--- config.mk ---
export PLATFORM = sky130hd
export DESIGN_NAME = clock_sweep_buffer_replacer_core
export DESIGN_NICKNAME = d
export VERILOG_FILES = /design/src/sv/cswb_pkg.sv /design/src/sv/cswb_dp.sv /design/src/sv/cswb_ctrl.sv /design/src/sv/clock_sweep_buffer_replacer_core.sv
export SDC_FILE = /design/constraint.sdc
export NUM_CORES = 2
export LEC_CHECK = 0
export CORE_MARGIN = 2
export CORE_UTILIZATION = 55
export CTS_BUF_LIST = sky130_fd_sc_hd__clkbuf_4 sky130_fd_sc_hd__clkbuf_8 sky130_fd_sc_hd__clkbuf_16
export CTS_CLUSTER_DIAMETER = 50
export DETAILED_ROUTE_END_ITERATION = 8
export DONT_BUFFER_PORTS = 1
export GPL_ROUTABILITY_DRIVEN = 0
export PLACE_DENSITY = 0.78
export REMOVE_ABC_BUFFERS = 1
export SLEW_MARGIN = 25
export SYNTH_ARGS = -nofsm -noshare
export SYNTH_HDL_FRONTEND = slang
export SYNTH_SLANG_ARGS = --single-unit
--- constraint.sdc ---
create_clock -name clock -period 8 [get_ports clock]
set_input_delay 1.2 -clock clock [delete_from_list [all_inputs] [get_ports clock]]
set_output_delay 1.2 -clock clock [all_outputs]
set_load 0.1 [all_outputs]
--- src/sv/cswb_pkg.sv ---
// Shared types and constants for the clock sweep buffer replacer.
// No dependencies; every other file in sv/ imports this package.
package cswb_pkg;

   localparam int FRAMES    = 16;
   localparam int USAGE_CAP = 5;
   localparam int FIDX_W    = (FRAMES > 1) ? $clog2(FRAMES) : 1;
   localparam int USAGE_W   = $clog2(USAGE_CAP + 1);
   localparam int BUDGET    = FRAMES * (USAGE_CAP + 1);
   localparam int CNT_W     = $clog2(BUDGET + 1);

   localparam logic [1:0] OP_ACCESS  = 2'd0;
   localparam logic [1:0] OP_PIN     = 2'd1;
   localparam logic [1:0] OP_RELEASE = 2'd2;

   localparam logic [1:0] ST_HIT    = 2'd0;
   localparam logic [1:0] ST_MISS   = 2'd1;
   localparam logic [1:0] ST_NONE   = 2'd2;
   localparam logic [1:0] ST_ABSENT = 2'd3;

   typedef struct packed {
      logic [1:0]  op;
      logic [31:0] page_id;
      logic        pin_flag;
      logic        dirty_flag;
   } req_type;

   typedef struct packed {
      logic [1:0]  status;
      logic [3:0]  frame;
      logic        evicted_valid;
      logic [31:0] evicted_page;
      logic        writeback;
   } rsp_type;

   typedef struct packed {
      logic capture;
      logic exec;
      logic start_sweep;
      logic step;
      logic install;
      logic no_victim;
   } cmd_type;

   typedef struct packed {
      logic access_miss;
      logic sweep_term;
      logic budget_done;
   } stat_type;

endpackage

--- src/sv/cswb_dp.sv ---
// Datapath: frame tags, flags, usage counts, clock hand, sweep budget and result register.
// Depends on cswb_pkg; driven by commands from cswb_ctrl.
module cswb_dp (
   input  logic             clock,
   input  logic             reset,
   input  cswb_pkg::req_type req_payload,
   input  cswb_pkg::cmd_type cmd,
   output cswb_pkg::stat_type stat,
   output cswb_pkg::rsp_type rsp_payload
);
   import cswb_pkg::*;

   logic [31:0]        tag_ff [FRAMES];
   logic [FRAMES-1:0]  valid_ff, valid_in;
   logic [FRAMES-1:0]  pinned_ff, pinned_in;
   logic [FRAMES-1:0]  dirty_ff, dirty_in;
   logic [USAGE_W-1:0] usage_ff [FRAMES];
   logic [USAGE_W-1:0] usage_in [FRAMES];
   logic [FIDX_W-1:0]  hand_ff, hand_in, hand_next;
   logic [CNT_W-1:0]   cnt_ff, cnt_in;
   req_type            req_ff;
   rsp_type            rsp_ff, rsp_in;

   logic              hit;
   logic [FIDX_W-1:0] hit_idx;

   always_comb begin
      hit     = 1'b0;
      hit_idx = '0;
      for (int i = FRAMES - 1; i >= 0; i--) begin
         if (valid_ff[i] && tag_ff[i] == req_ff.page_id) begin
            hit     = 1'b1;
            hit_idx = FIDX_W'(i);
         end
      end
   end

   assign hand_next = (hand_ff == FIDX_W'(FRAMES - 1)) ? '0 : hand_ff + 1'b1;

   assign stat.access_miss = (req_ff.op == OP_ACCESS) && !hit;
   assign stat.sweep_term  = !pinned_ff[hand_ff] &&
                             (!valid_ff[hand_ff] || usage_ff[hand_ff] == '0);
   assign stat.budget_done = (cnt_ff == CNT_W'(BUDGET));

   always_comb begin
      valid_in  = valid_ff;
      pinned_in = pinned_ff;
      dirty_in  = dirty_ff;
      usage_in  = usage_ff;
      hand_in   = hand_ff;
      cnt_in    = cnt_ff;
      rsp_in    = rsp_ff;
      if (cmd.exec) begin
         rsp_in = '0;
         rsp_in.status = ST_ABSENT;
         if (hit && (req_ff.op == OP_ACCESS || req_ff.op == OP_PIN ||
                     req_ff.op == OP_RELEASE)) begin
            rsp_in.status = ST_HIT;
            rsp_in.frame  = 4'(hit_idx);
            unique case (req_ff.op)
               OP_ACCESS: begin
                  if (usage_ff[hit_idx] < USAGE_W'(USAGE_CAP))
                     usage_in[hit_idx] = usage_ff[hit_idx] + 1'b1;
                  else
                     usage_in[hit_idx] = USAGE_W'(USAGE_CAP);
                  pinned_in[hit_idx] = pinned_ff[hit_idx] | req_ff.pin_flag;
               end
               OP_PIN: pinned_in[hit_idx] = 1'b1;
               default: begin
                  pinned_in[hit_idx] = 1'b0;
                  dirty_in[hit_idx]  = dirty_ff[hit_idx] | req_ff.dirty_flag;
               end
            endcase
         end
      end
      if (cmd.start_sweep)
         cnt_in = '0;
      if (cmd.step) begin
         if (!pinned_ff[hand_ff])
            usage_in[hand_ff] = usage_ff[hand_ff] - 1'b1;
         hand_in = hand_next;
         cnt_in  = cnt_ff + 1'b1;
      end
      if (cmd.install) begin
         rsp_in               = '0;
         rsp_in.status        = ST_MISS;
         rsp_in.frame         = 4'(hand_ff);
         rsp_in.evicted_valid = valid_ff[hand_ff];
         rsp_in.evicted_page  = valid_ff[hand_ff] ? tag_ff[hand_ff] : '0;
         rsp_in.writeback     = valid_ff[hand_ff] & dirty_ff[hand_ff];
         valid_in[hand_ff]    = 1'b1;
         usage_in[hand_ff]    = USAGE_W'(1);
         pinned_in[hand_ff]   = req_ff.pin_flag;
         dirty_in[hand_ff]    = 1'b0;
         hand_in              = hand_next;
      end
      if (cmd.no_victim) begin
         rsp_in        = '0;
         rsp_in.status = ST_NONE;
      end
   end

   always_ff @(posedge clock) begin
      if (reset) begin
         valid_ff  <= '0;
         pinned_ff <= '0;
         dirty_ff  <= '0;
         hand_ff   <= '0;
         cnt_ff    <= '0;
         for (int i = 0; i < FRAMES; i++) usage_ff[i] <= '0;
      end else begin
         valid_ff  <= valid_in;
         pinned_ff <= pinned_in;
         dirty_ff  <= dirty_in;
         hand_ff   <= hand_in;
         cnt_ff    <= cnt_in;
         usage_ff  <= usage_in;
      end
   end

   always_ff @(posedge clock) begin
      if (cmd.capture) req_ff <= req_payload;
      if (cmd.install) tag_ff[hand_ff] <= req_ff.page_id;
      rsp_ff <= rsp_in;
   end

   assign rsp_payload = rsp_ff;

endmodule

--- src/sv/cswb_ctrl.sv ---
// Controller: request handshake, sequencing of lookup and sweep, result valid.
// Depends on cswb_pkg; issues commands to cswb_dp.
module cswb_ctrl (
   input  logic               clock,
   input  logic               reset,
   input  logic               req_valid,
   output logic               req_stall,
   output logic               rsp_valid,
   input  logic               rsp_stall,
   input  cswb_pkg::stat_type stat,
   output cswb_pkg::cmd_type  cmd
);
   import cswb_pkg::*;

   typedef enum logic [1:0] {S_IDLE, S_EXEC, S_SWEEP} state_type;

   state_type state_ff, state_in;
   logic      rsp_valid_ff, rsp_valid_in;
   logic      out_free, load;

   assign out_free  = !rsp_valid_ff || !rsp_stall;
   assign req_stall = (state_ff != S_IDLE);
   assign rsp_valid = rsp_valid_ff;

   always_comb begin
      cmd      = '0;
      state_in = state_ff;
      unique case (state_ff)
         S_IDLE: begin
            if (req_valid) begin
               cmd.capture = 1'b1;
               state_in    = S_EXEC;
            end
         end
         S_EXEC: begin
            if (stat.access_miss) begin
               cmd.start_sweep = 1'b1;
               state_in        = S_SWEEP;
            end else if (out_free) begin
               cmd.exec = 1'b1;
               state_in = S_IDLE;
            end
         end
         default: begin
            priority if (stat.budget_done) begin
               if (out_free) begin
                  cmd.no_victim = 1'b1;
                  state_in      = S_IDLE;
               end
            end else if (stat.sweep_term) begin
               if (out_free) begin
                  cmd.install = 1'b1;
                  state_in    = S_IDLE;
               end
            end else begin
               cmd.step = 1'b1;
            end
         end
      endcase
   end

   assign load = cmd.exec | cmd.install | cmd.no_victim;

   always_comb begin
      rsp_valid_in = rsp_valid_ff;
      if (load)
         rsp_valid_in = 1'b1;
      else if (!rsp_stall)
         rsp_valid_in = 1'b0;
   end

   always_ff @(posedge clock) begin
      if (reset) begin
         state_ff     <= S_IDLE;
         rsp_valid_ff <= 1'b0;
      end else begin
         state_ff     <= state_in;
         rsp_valid_ff <= rsp_valid_in;
      end
   end

endmodule

--- src/sv/clock_sweep_buffer_replacer_core.sv ---
// Clock sweep buffer replacer, top level: one request beat at a time.
// Hit, pin, release: result loads in the exec state after the accepted beat, once the output is free.
// Miss: result loads after a sweep of at most 96 frames; all pinned: budget runs out, no victim.
// One frame per cycle; next beat taken the cycle after the result loads; stalled result holds it.
// Synchronous reset clears flags, usage counts and hand; tags hold until written.
// Depends on cswb_pkg, cswb_ctrl, cswb_dp.
module clock_sweep_buffer_replacer_core (
   input  logic              clock,
   input  logic              reset,
   input  logic              req_valid,
   output logic              req_stall,
   input  cswb_pkg::req_type req_payload,
   output logic              rsp_valid,
   input  logic              rsp_stall,
   output cswb_pkg::rsp_type rsp_payload
);
   import cswb_pkg::*;

   cmd_type  cmd;
   stat_type stat;

   cswb_ctrl u_ctrl (
      .clock     (clock),
      .reset     (reset),
      .req_valid (req_valid),
      .req_stall (req_stall),
      .rsp_valid (rsp_valid),
      .rsp_stall (rsp_stall),
      .stat      (stat),
      .cmd       (cmd)
   );

   cswb_dp u_dp (
      .clock       (clock),
      .reset       (reset),
      .req_payload (req_payload),
      .cmd         (cmd),
      .stat        (stat),
      .rsp_payload (rsp_payload)
   );

   a_one_in_flight: assert property (@(posedge clock) disable iff (reset)
      (req_valid && !req_stall) |=> req_stall)
      else $error("request accepted while previous beat still in work");

   a_evict_on_miss: assert property (@(posedge clock) disable iff (reset)
      (rsp_valid && rsp_payload.evicted_valid) |-> (rsp_payload.status == ST_MISS))
      else $error("eviction reported outside a miss");

   a_wb_needs_evict: assert property (@(posedge clock) disable iff (reset)
      (rsp_valid && rsp_payload.writeback) |-> rsp_payload.evicted_valid)
      else $error("writeback without evicted page");

   a_single_cmd: assert property (@(posedge clock) disable iff (reset)
      $onehot0({cmd.exec, cmd.install, cmd.no_victim, cmd.step}))
      else $error("conflicting datapath commands");

endmodule

==> results_dict.tcl <==
set metrics [dict create \
    routed_via_density 7.46 \
    powerDensity_nw_per_um2 213 \
    worstPathBufferInverterCount 3 \
    grt_pass1_wl_um 184000 \
    synth_top_cell_area_share 0.447 \
    min_period_over_period 0.789 \
    die-area_um2 69000 \
    ys_warn_count 0 \
    ant_nets 0 \
    grt_max_degree 78 \
    root_buffer "clkbuf_16" \
    final_common_cell "edfxtp_1" \
    synth_xor_area_frac 0.122 \
    synth-simple-area-share 0.114 \
    ys_seq_area_frac 0.531 \
    reg2regPathDepth 15 \
    synth_ff_type "edfxtp_1" \
    crit_fanout 26 \
    drc_errors 172 \
    period_minus_slack_ns 6.31 \
    clk_pin_slew_worst_paths_ns 0.06 \
    syn_avg_cell_area_um2 13.1 \
    setup_tns_ns 0 \
    ys_ff_latch 702 \
    nNetsFinal 2825 \
    wirelength_um 128000 \
    cp-end-kind "flop" \
    tightest_slew_ns 1.14 \
    synth_cell_types 89 \
    setup_viol 0 \
    utilization 0.611 \
    num_rows 94 \
    regArea_um2 19600 \
    synthMuxAreaShare 0.125 \
    critical_path_class "reg -> reg" \
    hold_viol 0 \
    syn-cell-area_um2 36800 \
    cp-endpoint "u_dp.usage_ff[46]" \
    crit_arrival_ns 6.86 \
    io_pins 82 \
    worstSetupStartpoint "u_dp.req_ff[8]" \
    grt_antenna_before_repair 13 \
    area_growth_pct 9.68 \
    pre_cts_slack_ns 2.08 \
    finalClockSkew_ns 0.0475 \
    layout_setup_ws_ns 1.69 \
    p_leak_uw 0.0129 \
    rr_startpoint "u_dp.req_ff[8]" \
    synth_top_family_by_area "multiplexers" \
    most-common-layout-cells "edfxtp_1, xor2_1, mux4_2" \
    crit_chain "buf_4 > xor2_1 > nor4_1 > nand4_1 > or4_1 > inv_1 > a21oi_1 > a21oi_4 > buf_4 > mux2i_1 > a32o_1 > nor4_4 > nor4b_4 > o2111ai_1 > a31oi_1" \
    synth_fa_ha_area_frac 0.00306 \
    n_fill_cell 4761 \
    drt_iter0_drc 5348 \
    grtUsageTotal 0.366 \
    synthCells 2805 \
    ctsResizeCount 0 \
    htree_levels 3 \
    fp.coreArea_um2 66000 \
    cp_slowest_stage_delay_ns 1.04 \
    r2r_slack_ns 1.69 \
    clock.fmax_ghz 0.158 \
    synth_edf_count 548 \
    clockBufferDepth 3 \
    cts_tree "built" \
    dr_total_vias 27700 \
    cp_slowest_cell "edfxtp_1" \
    cp_num_cells 15 \
    cp.required_ns 8.55 \
    cts-buffers-inserted 82 \
    maxSlewHeadroom 0.232 \
    ir_drop_v 0.000243 \
    failed_checks "design-rule violations" \
    firstDrtPassIters 9 \
    drv_slew 0 \
    critPathLaunchType "flop" \
    rsz0062_at_grt "no" \
    yosys.area.top_type "edfxtp_1" \
    cap_violations 0 \
    synth-async-reset-ratio 0 \
    grt_pass1_vias 26800 \
    dp_hpwl_um 88400 \
    die_h_um 263 \
    clock_sinks 702 \
    crit_family "simple AND/OR/NAND/NOR gates" \
    hold_start "u_dp.cnt_ff[6]" \
    placement.io_buffers 0 \
    synthTopCellsByArea "edfxtp_1, mux4_2, xor2_1" \
    min_path_type "reg -> reg" \
    grt-ovfl-total 0 \
    die_w_um 263 \
    cts_setup_buffers 0 \
    hold_buffers 0 \
    multiInputGateArea_um2 16100 \
    synth-compound-area-share 0.0709 \
    crit_top_cell "buf_4" \
    wl_per_cell_um 34.3 \
    start_util 0.557 \
    r2r_end "u_dp.usage_ff[46]" \
    drive_above_1_share 0.169 \
    insertion_delay_ns 0.67 \
    outcome "finished with violations" \
]
==> cell type report <==
class | count | area share
Tap cell | 864 | 0.0268
Sequential cell | 702 | 0.485
Clock inverter | 53 | 0.0165
Antenna cell | 11 | 0.000682
Multi-Input combinational cell | 1876 | 0.399
Clock buffer | 100 | 0.0547
Inverter | 42 | 0.00391
Timing Repair Buffer | 72 | 0.0138
==> routing by layer <==
metal,up-vias,global-route usage,routed length (µm)
met2,2833,0.529,54500
met5,-,0.00762,73
met4,2,0.266,11500
met3,791,0.150,20500
met1,13300,0.442,41100
li1,10800,-,-
==> worst min path at each step <==
stage                                     to  slack (ns)  cells after the start
final                         u_dp.cnt_ff[6]        0.49                      2
after CTS                     u_dp.cnt_ff[6]        0.49                      2
after detailed placement   u_dp.usage_ff[22]        0.48                      2
after global routing      u_dp.tag_ff[10][7]        0.50                      0
after floorplan            u_dp.valid_ff[13]        0.44                      2
after global placement        u_dp.cnt_ff[6]        0.46                      2
==> worst register-to-register path, stage by stage, from the launching register on <==
cell	delay, ns
edfxtp_1	1.04
buf_4	0.35
xor2_1	0.10
nor4_1	0.36
nand4_1	0.16
or4_1	0.78
inv_1	0.22
a21oi_1	0.12
a21oi_4	0.66
buf_4	0.47
mux2i_1	0.24
a32o_1	0.23
nor4_4	0.08
nor4b_4	0.93
o2111ai_1	0.25
a31oi_1	0.24
==> sequential cells by signal, summed over array words and instances, names as in the netlist, named ones only <==
signal,cells
u_dp.cnt_ff,7
u_dp.valid_ff,16
u_dp.tag_ff,512
u_ctrl.state_ff,2
u_dp.pinned_ff,16
u_dp.usage_ff,48
u_dp.req_ff,36
u_ctrl.rsp_valid,1
u_dp.hand_ff,4
u_dp.rsp_payload,40
u_dp.dirty_ff,16
==> cells in the mapped netlist (8+ instances only) <==
cell       number
edfxtp_1      548
a2111oi_0       8
and2_1         11
a22oi_1        36
nand4_1        66
ha_1            9
xnor2_1       117
or3_1          13
o211ai_2       10
nand2b_1       14
buf_1          18
nor2b_1         9
o211ai_1       14
clkbuf_1       83
dfxtp_1       154
nand4b_1       23
nor4b_1        16
nand3_1        53
or4_1          15
a21oi_1        76
o31a_1         16
mux2i_1        25
nor2_1        168
o21ai_0        52
a211oi_1       23
mux4_2        190
a31oi_1        44
a21o_1         12
xor2_1        395
and3_1         13
buf_2          31
nor4_1        162
nand2_1       130
o2111ai_1      11
buf_4          18
inv_1          42
nor3_1         54
buf_6          34
==> metrics by stage <==
step	hold WS, ns	cells	area (µm²)	total power, µW
after detailed placement	0.481	3556	37400	4670
after CTS	0.490	3709	40300	8560
after global routing	0.504	3715	40300	8750
final	0.489	3720	40300	8600
after floorplan	0.439	2620	35700	4450
after global placement	0.462	3555	37400	4660
==> logic make-up after synthesis <==
logic type / count (synthesis)
AND/OR/NAND/NOR: 777
adder cells (fa/ha/maj): 9
XOR/XNOR: 513
buffers and inverters: 227
flip-flops: 702
multiplexers: 221
AO/OA/AOI/OAI: 356
==> power by group <==
group          switching [µW]  leakage, µW  internal [µW]  total (µW)
registers                94.5      0.00619           3960        4060
logic                     411      0.00528            175         586
clock network            1630      0.00141           2330        3960
total                    2140       0.0129           6470        8600
Note: power is estimated with default switching activity, not from simulation.
